## src/sv/wsi_pkg.sv

```systemverilog
// ----------------------------------------------------------------------------
// wsi_pkg
// Shared types and constants of the wide-string to 64-bit integer parser.
// ----------------------------------------------------------------------------
package wsi_pkg;

    localparam int NUM_BLOCKS = 18;
    localparam int NUM_SPACES = 26;

    // zero code of each Unicode decimal digit block
    localparam logic [15:0] DIGIT_BLOCKS [NUM_BLOCKS] = '{
        16'h0030, 16'h0660, 16'h06F0, 16'h0966, 16'h09E6, 16'h0A66,
        16'h0AE6, 16'h0B66, 16'h0C66, 16'h0CE6, 16'h0D66, 16'h0E50,
        16'h0ED0, 16'h0F20, 16'h1040, 16'h17E0, 16'h1810, 16'hFF10
    };

    localparam logic [15:0] SPACE_CODES [NUM_SPACES] = '{
        16'h0009, 16'h000A, 16'h000B, 16'h000C, 16'h000D, 16'h0020,
        16'h0085, 16'h00A0, 16'h1680, 16'h180E, 16'h2000, 16'h2001,
        16'h2002, 16'h2003, 16'h2004, 16'h2005, 16'h2006, 16'h2007,
        16'h2008, 16'h2009, 16'h200A, 16'h2028, 16'h2029, 16'h202F,
        16'h205F, 16'h3000
    };

    localparam logic [15:0] CH_ZERO    = 16'h0030;
    localparam logic [15:0] CH_PLUS    = 16'h002B;
    localparam logic [15:0] CH_MINUS   = 16'h002D;
    localparam logic [15:0] CH_LOWER_X = 16'h0078;
    localparam logic [15:0] CH_UPPER_X = 16'h0058;
    localparam logic [15:0] CH_LOWER_A = 16'h0061;
    localparam logic [15:0] CH_LOWER_Z = 16'h007A;
    localparam logic [15:0] CH_UPPER_A = 16'h0041;
    localparam logic [15:0] CH_UPPER_Z = 16'h005A;

    localparam logic [6:0] DIGIT_NONE = 7'd99;

    localparam logic [5:0] BASE_AUTO = 6'd0;
    localparam logic [5:0] BASE_OCT  = 6'd8;
    localparam logic [5:0] BASE_DEC  = 6'd10;
    localparam logic [5:0] BASE_HEX  = 6'd16;

    localparam logic [63:0] S64_MIN = 64'h8000_0000_0000_0000;
    localparam logic [63:0] S64_MAX = 64'h7FFF_FFFF_FFFF_FFFF;
    localparam logic [63:0] U64_MAX = 64'hFFFF_FFFF_FFFF_FFFF;

    // register indexes (word address)
    localparam logic [1:0] REG_NUMBER_BASE    = 2'd0;
    localparam logic [1:0] REG_SIGNED_MODE    = 2'd1;
    localparam logic [1:0] REG_ANY_BLOCK_ZERO = 2'd2;

    typedef struct packed {
        logic [5:0] number_base;
        logic       signed_mode;
        logic       any_block_zero;
    } t_cfg;

    typedef struct packed {
        logic       is_space;
        logic       prefix_zero;
        logic [6:0] digit;
    } t_char_class;

    typedef struct packed {
        logic [63:0] value;
        logic [15:0] end_offset;
        logic        range_error;
        logic        no_digits;
    } t_result;

endpackage

```

## src/sv/wsi_stream_if.sv

```systemverilog
// ----------------------------------------------------------------------------
// wsi_char_if / wsi_result_if
// Valid/ready channels for code units in and parse results out.
// ----------------------------------------------------------------------------
interface wsi_char_if;
    logic        valid;
    logic        ready;
    logic [15:0] char_code;
    logic        string_start;

    modport source (output valid, output char_code, output string_start, input ready);
    modport sink   (input valid, input char_code, input string_start, output ready);
endinterface

interface wsi_result_if;
    logic        valid;
    logic        ready;
    logic [63:0] value;
    logic [15:0] end_offset;
    logic        range_error;
    logic        no_digits;

    modport source (output valid, output value, output end_offset, output range_error,
                    output no_digits, input ready);
    modport sink   (input valid, input value, input end_offset, input range_error,
                    input no_digits, output ready);
endinterface

```

## src/sv/wsi_apb_regs.sv

```systemverilog
// ----------------------------------------------------------------------------
// wsi_apb_regs
// APB configuration registers: number base, signed mode, any-block zero.
// ----------------------------------------------------------------------------
module wsi_apb_regs import wsi_pkg::*; (
    input  logic        i_clk,
    input  logic        i_rst_n,
    input  logic        psel,
    input  logic        penable,
    input  logic        pwrite,
    input  logic [3:0]  paddr,
    input  logic [31:0] pwdata,
    output logic [31:0] prdata,
    output logic        pready,
    output t_cfg        o_cfg
);

    t_cfg       r_cfg;
    logic       wr_en;
    logic [1:0] reg_idx;

    assign pready  = 1'b1;
    assign wr_en   = psel && penable && pwrite;
    assign reg_idx = paddr[3:2];
    assign o_cfg   = r_cfg;

    always_ff @(posedge i_clk) begin
        if (!i_rst_n) begin
            r_cfg.number_base    <= BASE_AUTO;
            r_cfg.signed_mode    <= 1'b1;
            r_cfg.any_block_zero <= 1'b0;
        end else if (wr_en) begin
            unique case (reg_idx)
                REG_NUMBER_BASE:    r_cfg.number_base    <= pwdata[5:0];
                REG_SIGNED_MODE:    r_cfg.signed_mode    <= pwdata[0];
                REG_ANY_BLOCK_ZERO: r_cfg.any_block_zero <= pwdata[0];
                default: ;
            endcase
        end
    end

    always_comb begin
        unique case (reg_idx)
            REG_NUMBER_BASE:    prdata = {26'd0, r_cfg.number_base};
            REG_SIGNED_MODE:    prdata = {31'd0, r_cfg.signed_mode};
            REG_ANY_BLOCK_ZERO: prdata = {31'd0, r_cfg.any_block_zero};
            default:            prdata = 32'd0;
        endcase
    end

endmodule

```

## src/sv/wsi_char_class.sv

```systemverilog
// ----------------------------------------------------------------------------
// wsi_char_class
// Classifies one UTF-16 code unit: whitespace, digit value, prefix zero.
// ----------------------------------------------------------------------------
module wsi_char_class import wsi_pkg::*; (
    input  logic [15:0]  i_char_code,
    input  logic         i_any_block_zero,
    output t_char_class  o_class
);

    logic [15:0] diff [NUM_BLOCKS];
    logic [NUM_BLOCKS-1:0] blk_hit;
    logic [NUM_BLOCKS-1:0] blk_zero;
    logic [NUM_SPACES-1:0] sp_hit;
    logic [3:0]  blk_digit;

    always_comb begin
        for (int i = 0; i < NUM_BLOCKS; i++) begin
            diff[i]     = i_char_code - DIGIT_BLOCKS[i];
            blk_hit[i]  = (diff[i] <= 16'd9);
            blk_zero[i] = (i_char_code == DIGIT_BLOCKS[i]);
        end
        for (int i = 0; i < NUM_SPACES; i++) begin
            sp_hit[i] = (i_char_code == SPACE_CODES[i]);
        end
    end

    // blocks do not overlap, so at most one hits
    always_comb begin
        blk_digit = 4'd0;
        for (int i = 0; i < NUM_BLOCKS; i++) begin
            if (blk_hit[i]) blk_digit = diff[i][3:0];
        end
    end

    always_comb begin
        o_class.is_space    = |sp_hit;
        o_class.prefix_zero = i_any_block_zero ? (|blk_zero) : (i_char_code == CH_ZERO);
        priority if (|blk_hit) begin
            o_class.digit = {3'd0, blk_digit};
        end else if (i_char_code >= CH_LOWER_A && i_char_code <= CH_LOWER_Z) begin
            o_class.digit = 7'(i_char_code - CH_LOWER_A) + 7'd10;
        end else if (i_char_code >= CH_UPPER_A && i_char_code <= CH_UPPER_Z) begin
            o_class.digit = 7'(i_char_code - CH_UPPER_A) + 7'd10;
        end else begin
            o_class.digit = DIGIT_NONE;
        end
    end

endmodule

```

## src/sv/wsi_parse_core.sv

```systemverilog
// ----------------------------------------------------------------------------
// wsi_parse_core
// Input register, per-unit parse step with multiply-add limit test, and
// result register.
// ----------------------------------------------------------------------------
module wsi_parse_core import wsi_pkg::*; #(
    parameter int OFFSET_WIDTH = 16
) (
    input  logic        i_clk,
    input  logic        i_rst_n,
    input  t_cfg        i_cfg,
    input  logic        i_in_valid,
    output logic        o_in_ready,
    input  logic [15:0] i_char_code,
    input  logic        i_string_start,
    output logic        o_res_valid,
    input  logic        i_res_ready,
    output t_result     o_res
);

    localparam int POS_W = (OFFSET_WIDTH < 16) ? OFFSET_WIDTH : 16;

    typedef enum logic [2:0] {
        PH_SPACE, PH_SIGNED, PH_ZERO, PH_NONE, PH_SOME
    } t_phase;

    logic             r_in_valid;
    logic [15:0]      r_in_code;
    logic             r_in_start;

    t_phase           r_phase, n_phase;
    logic             r_neg, n_neg;
    logic [5:0]       r_base, n_base;
    logic [63:0]      r_acc, n_acc;
    logic             r_ovf, n_ovf;
    logic [POS_W-1:0] r_pos, n_pos;
    logic             r_fin, n_fin;

    logic             r_res_valid;
    t_result          r_res, n_res;

    t_char_class      cls;
    logic             fire;
    logic             emit;
    logic             stop;
    logic             first;
    logic [POS_W-1:0] here;
    logic             dig_ok;
    logic [69:0]      prod;
    logic [63:0]      lim;

    wsi_char_class u_class (
        .i_char_code      (r_in_code),
        .i_any_block_zero (i_cfg.any_block_zero),
        .o_class          (cls)
    );

    // only a request that produces a result waits for the result register
    assign fire        = r_in_valid && (!emit || !r_res_valid || i_res_ready);
    assign o_in_ready  = !r_in_valid || fire;
    assign o_res_valid = r_res_valid;
    assign o_res       = r_res;

    always_comb begin
        n_phase = r_phase;
        n_neg   = r_neg;
        n_base  = r_base;
        n_acc   = r_acc;
        n_ovf   = r_ovf;
        n_pos   = r_pos;
        n_fin   = r_fin;
        emit    = 1'b0;
        stop    = 1'b0;
        first   = 1'b0;
        here    = r_pos;
        dig_ok  = 1'b0;
        prod    = '0;
        lim     = U64_MAX;
        n_res   = r_res;

        if (r_in_start) begin
            n_phase = PH_SPACE;
            n_neg   = 1'b0;
            n_base  = BASE_AUTO;
            n_acc   = '0;
            n_ovf   = 1'b0;
            n_pos   = '0;
            n_fin   = 1'b0;
        end

        if (!n_fin) begin
            here = n_pos;
            if (n_pos != '1) n_pos = n_pos + 1'b1;

            unique case (n_phase)
                PH_SPACE: begin
                    priority if (cls.is_space) begin
                        stop = 1'b1;
                    end else if (r_in_code == CH_MINUS) begin
                        n_neg   = 1'b1;
                        n_phase = PH_SIGNED;
                        stop    = 1'b1;
                    end else if (r_in_code == CH_PLUS) begin
                        n_phase = PH_SIGNED;
                        stop    = 1'b1;
                    end else begin
                        first = 1'b1;
                    end
                end
                PH_SIGNED: first = 1'b1;
                PH_ZERO: begin
                    if (r_in_code == CH_LOWER_X || r_in_code == CH_UPPER_X) begin
                        n_base  = BASE_HEX;
                        n_phase = PH_NONE;
                        stop    = 1'b1;
                    end else begin
                        // the pending zero counts as a digit
                        if (n_base == BASE_AUTO) n_base = BASE_OCT;
                        n_phase = PH_SOME;
                    end
                end
                PH_NONE, PH_SOME: ;
                default: ;
            endcase

            if (!stop && first) begin
                if ((i_cfg.number_base == BASE_AUTO || i_cfg.number_base == BASE_HEX)
                    && cls.prefix_zero) begin
                    n_base  = i_cfg.number_base;
                    n_phase = PH_ZERO;
                    stop    = 1'b1;
                end else begin
                    n_base  = (i_cfg.number_base == BASE_AUTO) ? BASE_DEC
                                                               : i_cfg.number_base;
                    n_phase = PH_NONE;
                end
            end

            if (!stop) begin
                // acc*base + d > lim is the same test as the cutoff/cutlim check
                dig_ok = (n_base != BASE_AUTO) && (cls.digit < {1'b0, n_base});
                lim    = i_cfg.signed_mode ? (n_neg ? S64_MIN : S64_MAX) : U64_MAX;
                prod   = n_acc * n_base + 70'(cls.digit[5:0]);
                if (dig_ok) begin
                    if (!n_ovf) begin
                        if (prod > 70'(lim)) n_ovf = 1'b1;
                        else                 n_acc = prod[63:0];
                    end
                    n_phase = PH_SOME;
                end else begin
                    n_fin = 1'b1;
                    emit  = 1'b1;
                    if (n_phase != PH_SOME) begin
                        n_res.value       = '0;
                        n_res.end_offset  = '0;
                        n_res.range_error = 1'b0;
                        n_res.no_digits   = 1'b1;
                    end else begin
                        if (n_ovf) begin
                            n_res.value = i_cfg.signed_mode ? (n_neg ? S64_MIN : S64_MAX)
                                                            : U64_MAX;
                        end else begin
                            n_res.value = n_neg ? (64'd0 - n_acc) : n_acc;
                        end
                        n_res.range_error = n_ovf;
                        n_res.end_offset  = 16'(here);
                        n_res.no_digits   = 1'b0;
                    end
                end
            end
        end
    end

    always_ff @(posedge i_clk) begin
        if (!i_rst_n) begin
            r_in_valid  <= 1'b0;
            r_phase     <= PH_SPACE;
            r_neg       <= 1'b0;
            r_base      <= BASE_AUTO;
            r_acc       <= '0;
            r_ovf       <= 1'b0;
            r_pos       <= '0;
            r_fin       <= 1'b1;
            r_res_valid <= 1'b0;
        end else begin
            if (o_in_ready) r_in_valid <= i_in_valid;
            if (fire) begin
                r_phase <= n_phase;
                r_neg   <= n_neg;
                r_base  <= n_base;
                r_acc   <= n_acc;
                r_ovf   <= n_ovf;
                r_pos   <= n_pos;
                r_fin   <= n_fin;
            end
            if (fire && emit)     r_res_valid <= 1'b1;
            else if (i_res_ready) r_res_valid <= 1'b0;
        end
    end

    always_ff @(posedge i_clk) begin
        if (i_in_valid && o_in_ready) begin
            r_in_code  <= i_char_code;
            r_in_start <= i_string_start;
        end
        if (fire && emit) r_res <= n_res;
    end

    // accumulator only moves once a digit has been taken
    a_acc_clear: assert property (@(posedge i_clk) disable iff (!i_rst_n)
        (!r_fin && r_phase != PH_SOME) |-> (r_acc == 64'd0 && !r_ovf))
        else $error("accumulator nonzero before first digit");

    a_ovf_phase: assert property (@(posedge i_clk) disable iff (!i_rst_n)
        r_ovf |-> (r_phase == PH_SOME))
        else $error("overflow without digits");

    a_no_digits: assert property (@(posedge i_clk) disable iff (!i_rst_n)
        (r_res_valid && r_res.no_digits) |->
            (r_res.value == 64'd0 && r_res.end_offset == 16'd0 && !r_res.range_error))
        else $error("no-digits result carries data");

    a_emit_fin: assert property (@(posedge i_clk) disable iff (!i_rst_n)
        (fire && emit) |=> r_fin)
        else $error("result given without finishing string");

endmodule

```

## src/sv/wide_string_to_int64_parser.sv

```systemverilog
// ----------------------------------------------------------------------------
// wide_string_to_int64_parser
// Streaming wide-character string to signed/unsigned 64-bit integer parser.
// ----------------------------------------------------------------------------
// One UTF-16 code unit is taken per clock, back to back. Each unit passes an
// input register and then the parse logic (classification, a 64x6
// multiply-add with the limit compare) into the result register, which takes
// the result from the rejected unit that ends the number; the next string may follow at
// once. Throughput is one unit per cycle while the result side keeps up; a
// stalled result holds back input only when a second result is due.
// Configuration is to be written over APB while the block is idle; the block itself does not enforce this.
module wide_string_to_int64_parser import wsi_pkg::*; #(
    parameter int OFFSET_WIDTH = 16
) (
    input  logic        i_clk,
    input  logic        i_rst_n,
    wsi_char_if.sink    i_char,
    wsi_result_if.source o_result,
    input  logic        psel,
    input  logic        penable,
    input  logic        pwrite,
    input  logic [3:0]  paddr,
    input  logic [31:0] pwdata,
    output logic [31:0] prdata,
    output logic        pready
);

    t_cfg    cfg;
    t_result res;

    wsi_apb_regs u_regs (
        .i_clk   (i_clk),
        .i_rst_n (i_rst_n),
        .psel    (psel),
        .penable (penable),
        .pwrite  (pwrite),
        .paddr   (paddr),
        .pwdata  (pwdata),
        .prdata  (prdata),
        .pready  (pready),
        .o_cfg   (cfg)
    );

    wsi_parse_core #(.OFFSET_WIDTH(OFFSET_WIDTH)) u_core (
        .i_clk          (i_clk),
        .i_rst_n        (i_rst_n),
        .i_cfg          (cfg),
        .i_in_valid     (i_char.valid),
        .o_in_ready     (i_char.ready),
        .i_char_code    (i_char.char_code),
        .i_string_start (i_char.string_start),
        .o_res_valid    (o_result.valid),
        .i_res_ready    (o_result.ready),
        .o_res          (res)
    );

    assign o_result.value       = res.value;
    assign o_result.end_offset  = res.end_offset;
    assign o_result.range_error = res.range_error;
    assign o_result.no_digits   = res.no_digits;

endmodule

```

## src/flat_wrapper.sv

```systemverilog
// flat-port wrapper written by rule: the top's interface ports become plain ports
module wide_string_to_int64_parser_flat import wsi_pkg::*;
#(
    parameter int OFFSET_WIDTH = 16
)
  (i_clk, i_rst_n, psel, penable, pwrite, paddr, pwdata, prdata, pready, i_char_valid, i_char_char_code, i_char_string_start, i_char_ready, o_result_valid, o_result_value, o_result_end_offset, o_result_range_error, o_result_no_digits, o_result_ready);
  wsi_char_if i_char_i ();
  wsi_result_if o_result_i ();
  input  logic i_clk;
  input  logic i_rst_n;
  input  logic psel;
  input  logic penable;
  input  logic pwrite;
  input  logic [3:0] paddr;
  input  logic [31:0] pwdata;
  output logic [31:0] prdata;
  output logic pready;
  input wire logic [$bits(i_char_i.valid)-1:0] i_char_valid;
  input wire logic [$bits(i_char_i.char_code)-1:0] i_char_char_code;
  input wire logic [$bits(i_char_i.string_start)-1:0] i_char_string_start;
  output wire logic [$bits(i_char_i.ready)-1:0] i_char_ready;
  output wire logic [$bits(o_result_i.valid)-1:0] o_result_valid;
  output wire logic [$bits(o_result_i.value)-1:0] o_result_value;
  output wire logic [$bits(o_result_i.end_offset)-1:0] o_result_end_offset;
  output wire logic [$bits(o_result_i.range_error)-1:0] o_result_range_error;
  output wire logic [$bits(o_result_i.no_digits)-1:0] o_result_no_digits;
  input wire logic [$bits(o_result_i.ready)-1:0] o_result_ready;
  assign i_char_i.valid = i_char_valid;
  assign i_char_i.char_code = i_char_char_code;
  assign i_char_i.string_start = i_char_string_start;
  assign i_char_ready = i_char_i.ready;
  assign o_result_valid = o_result_i.valid;
  assign o_result_value = o_result_i.value;
  assign o_result_end_offset = o_result_i.end_offset;
  assign o_result_range_error = o_result_i.range_error;
  assign o_result_no_digits = o_result_i.no_digits;
  assign o_result_i.ready = o_result_ready;
  wide_string_to_int64_parser #(.OFFSET_WIDTH(OFFSET_WIDTH)) u_core (.i_clk(i_clk), .i_rst_n(i_rst_n), .i_char(i_char_i), .o_result(o_result_i), .psel(psel), .penable(penable), .pwrite(pwrite), .paddr(paddr), .pwdata(pwdata), .prdata(prdata), .pready(pready));
endmodule
```

## config.mk

```make
export PLATFORM = sky130hd
export DESIGN_NAME = wide_string_to_int64_parser_flat
export DESIGN_NICKNAME = d
export VERILOG_FILES = /design/src/sv/wsi_pkg.sv /design/src/sv/wsi_stream_if.sv /design/src/sv/wsi_apb_regs.sv /design/src/sv/wsi_char_class.sv /design/src/sv/wsi_parse_core.sv /design/src/sv/wide_string_to_int64_parser.sv /design/src/flat_wrapper.sv
export SDC_FILE = /design/constraint.sdc
export NUM_CORES = 2
export LEC_CHECK = 0
export BUFFER_PORTS_ARGS = -buffer_cell sky130_fd_sc_hd__buf_2
export CORE_MARGIN = 2
export CORE_UTILIZATION = 30
export CTS_CLUSTER_DIAMETER = 150
export DETAILED_ROUTE_END_ITERATION = 10
export PLACE_DENSITY_LB_ADDON = 0.1
export SLEW_MARGIN = 15
export SYNTH_ARGS = -nofsm -noshare
export SYNTH_HDL_FRONTEND = slang
export SYNTH_SLANG_ARGS = --single-unit
```

## constraint.sdc

```tcl
create_clock -name i_clk -period 11.2 [get_ports i_clk]
set_input_delay 0.56 -clock i_clk [delete_from_list [all_inputs] [get_ports i_clk]]
set_output_delay 0.56 -clock i_clk [all_outputs]
set_load 0.02 [all_outputs]
```

==> summary.txt <==
Outcome
  – Outcome: complete, no violations

Timing
  – Max-slew headroom: between 20 and 30%
  – Fin crit period: 10.74 ns
  – Tcrit/Tclk final: between 90% and 100%
  – Worst-Margin Slew: 1.09 ns
  – Final setup vio count: 0
  – Clock skew: 0.0314 ns
  – Final Hold Vio Count: 0
  – Worst-case hold slack: 0.168 ns
  – Max-slew violation count: 0
  – Fmax: ~93 MHz
  – RSZ-0062 raised after global routing: no

Final layout
  – Finished Layout Cells: slightly above 5000
  – P&R area growth vs syn: 11.9%
  – Layout net count: 4338
  – Most common cell after layout, fill and taps aside: nand2_1
  – Most frequent cells in the layout: nand2_1, inv_1, fa_1
  – Proportion of layout cells with a drive suffix above 1: 11.3%

Logic synthesis
  – Post-synth EDFFs: 99
  – Leading area contributor after synthesis: fa_1
  – Synth Area per Inst: between 7 and 8 um2
  – Mapped Area: between 20000 and 30000 um2
  – Fraction of registers with async set/reset: 0%
  – Top post-synthesis cells by area: fa_1, edfxtp_1, ha_1
  – Synth Area in Adders: 26.9%
  – Top cell type's share of synthesized area: between 10% and 20%
  – Sequential area share after synthesis: around 17%
  – Top FF cell, synth: dfxtp_1
  – Mux cell area share after synthesis: 0.876%
  – Synth Area in Compound Gates: 19.0%
  – Synth cell types: 96
  – Synthesis warning total: 0
  – Synth Register Bits: 201
  – Simple-Gate Fraction of Synth Area: between 20% and 30%
  – Post-Synth XOR/XNOR Area: 3.66%
  – Largest family of logic cells by synthesized area: adder cells
  – Gate Count Post-Synth: approximately 3700

Setup path
  – CP Data Required Time: around 12 ns
  – Critical path launch point: u_core.u_core.r_in_code[0]$_DFFE_PP_
  – Startpoint types: register
  – Slowest cell on crit path: or4_1
  – Crit path capture type: register
  – Worst EP arrival: about 11 ns
  – Worst Setup Path Type: register to register
  – Worst R2R Start: u_core.u_core.r_in_code[0]$_DFFE_PP_
  – CP Max Fanout: 23
  – Crit path largest cell delay: around 0.57 ns

Global route
  – Vias in the first global route: 27151
  – Pin count of the biggest net entering global routing: 135
  – Antenna violations before repair: 3
  – Overflow after GRT: 0
  – Gr usage total: approximately 22%
  – First-pass GRT wire length: between 150000 and 200000 um

Clock tree
  – Worst-Skew Late Latency: roughly 0.59 ns
  – Htree depth: 1
  – Clk sinks: roughly 200
  – CTS tree: yes
  – Clock transition at path regs: about 0.08 ns
  – Clk buf depth: 3
  – Num CTS Buffers: 25
  – Root Driver: clkbuf_16
  – Hold Buf Count CTS: 0

Route
  – Total routed wirelength: approximately 110000 um
  – DR pass1 iterations: 5
  – Total number of vias: around 28000
  – Avg WL per Cell: between 20 and 25 um
  – Drt drc: 0
  – Vias/cell: approximately 5.5
  – Initial DRC count: 2259
  – Routed Antenna Nets: 0

Floorplan
  – Die Y: ~320 um
  – Cell Rows: roughly 110
  – Initial Utilization: 30.3%
  – Die area: 101000 um2
  – Die X-Extent: 317 um
  – Io pins: ~180
  – Core Area: around 97000 um2

Placed design
  – Inst Count DP: 5039
  – Routability cong.: 0.938
  – HPWL Detailed: between 80000 and 90000 um
  – IO buf count: between 100 and 150

Power
  – Maximum vdd drop: 0.102 mV
  – Internal Pwr Total: about 1.3 mW
  – Clk pwr share: a little over two fifths
  – Switching Share: roughly a third
  – Switch Pwr: 0.615 mW
  – Static Leakage: ~15 nW
  – Power density over the cells: about 60 nW/um2
  – Gate power share: between 10% and 20%
  – Reg power frac: between 40% and 50%

Hold path
  – Worst Hold Launch: i_char_char_code[14]
  – Hold Path Class: input port to register

Job
  – Max-cap violations: 0
registers in the layout, summed over array words and instances, names as in the netlist:
signal	cells
u_core.u_core.r_ovf	1
u_core.u_core.r_neg	1
u_core.u_regs.o_cfg	8
u_core.u_core.r_base	6
u_core.u_core.r_in_valid	1
u_core.u_core.r_phase	3
u_core.u_core.r_in_start	1
u_core.u_core.r_fin	1
u_core.u_core.o_res	82
u_core.u_core.o_res_valid	1
u_core.u_core.r_in_code	16
u_core.u_core.r_acc	64
u_core.u_core.r_pos	16
worst paths after layout:
check / to / cells after the start / slack, ns
worst max-delay path: u_core.u_core.r_acc[63]$_SDFFE_PN0P_ / 42 / 0.46
worst min-delay path: u_core.u_core.r_in_code[14]$_DFFE_PP_ / 1 / 0.17
worst max register to register: u_core.u_core.r_acc[63]$_SDFFE_PN0P_ / 42 / 0.46
worst min register to register: u_core.u_core.r_neg$_SDFFE_PN0P_ / 2 / 0.48
cell type report:
| class | instances | area [um2] |
|---|---|---|
| timing repair buffer | 317 | 2270 |
| sequential | 201 | 5010 |
| clock buffer | 29 | 651 |
| fill | 10409 | 64100 |
| inverter | 355 | 1330 |
| clock inverter | 17 | 169 |
| antenna | 1 | 2.50 |
| tap | 1276 | 1600 |
| multi-input combinational | 2896 | 21900 |
cell families (layout without fill, tap and decap cells):
logic type | Yosys count | count (layout)
AOI/OAI and AO/OA | 847 | 847
xor gates and xnor gates | 123 | 123
adders and majority gates | 482 | 482
buffers and inverters | 669 | 718
DFF | 201 | 201
muxes | 25 | 25
other | 2 | 28
and+or+nand+nor | 1392 | 1392
layer usage:
| layer | wire [um] | track usage [%] | up-vias |
|---|---|---|---|
| met4 | 1340 | 3.30 | 0 |
| met5 | 0 | 0 | - |
| met3 | 5580 | 1.82 | 81 |
| met1 | 55100 | 33.1 | 13859 |
| li1 | - | - | 13110 |
| met2 | 48600 | 33.6 | 728 |
cell usage after synthesis (11+ instances only):
master,number
nand2_1,537
inv_1,349
fa_1,252
ha_1,230
nor2_1,209
o21ai_0,197
clkbuf_1,196
a21oi_1,192
nand4_1,129
nand3_1,116
dfxtp_1,102
edfxtp_1,99
nor2b_1,90
xnor2_1,82
nor3_1,75
o211ai_1,75
a21o_1,70
and2_1,43
a31oi_1,41
xor2_1,41
buf_4,38
buf_1,36
buf_2,34
a211oi_1,31
or3_1,29
and3_1,27
nor4_1,23
nand2b_1,22
o21a_1,22
or4_1,21
mux2i_1,19
o31ai_1,19
or2_2,19
o221ai_1,17
a32oi_1,16
a22oi_1,13
a2111oi_0,12
o21bai_1,11
o22ai_1,11
worst max-delay path: cells and delay by family, from the launching register on:
family / cells / cell delay (ns)
AO/OA/AOI/OAI: 16 / 3.32
XOR/XNOR: 1 / 0.34
adder cells (fa/ha/maj): 7 / 2.87
buffers and inverters: 9 / 1.27
flip-flops: 1 / 0.50
AND/OR/NAND/NOR: 9 / 2.29
metrics by stage:
stage	setup slack, ns	TNS [ns]	util [%]	cell area (um2)	power [mW]
floorplan	1.15	0	-	29500	1.01
global placement	-0.0539	-1.15	33.0	32000	1.13
detailed placement	-0.0628	-1.80	33.0	32000	1.12
CTS	0.143	0	33.8	32800	1.98
global route	0.0279	0	33.9	32900	2.03
finish	0.460	0	33.9	32900	1.96
timing repair:
| item | in CTS | in global routing |
|---|---|---|
| hold endpoints to repair | 0 | 0 |
| setup buffers | 0 | 5 |
| setup endpoints to repair | 55 | 65 |
| gates cloned | 0 | 1 |
| gates resized for setup | 1 | 17 |
| pin swaps | 0 | 4 |
power by group through the flow:
stage               clock network [mW]  logic (mW)  registers (mW)
floorplan                            0       0.187           0.820
global placement                     0       0.314           0.813
detailed placement                   0       0.311           0.813
CTS                              0.871       0.311           0.797
global route                     0.894       0.342           0.798
finish                           0.844       0.321           0.797
Power figures use the tool's default switching activity.
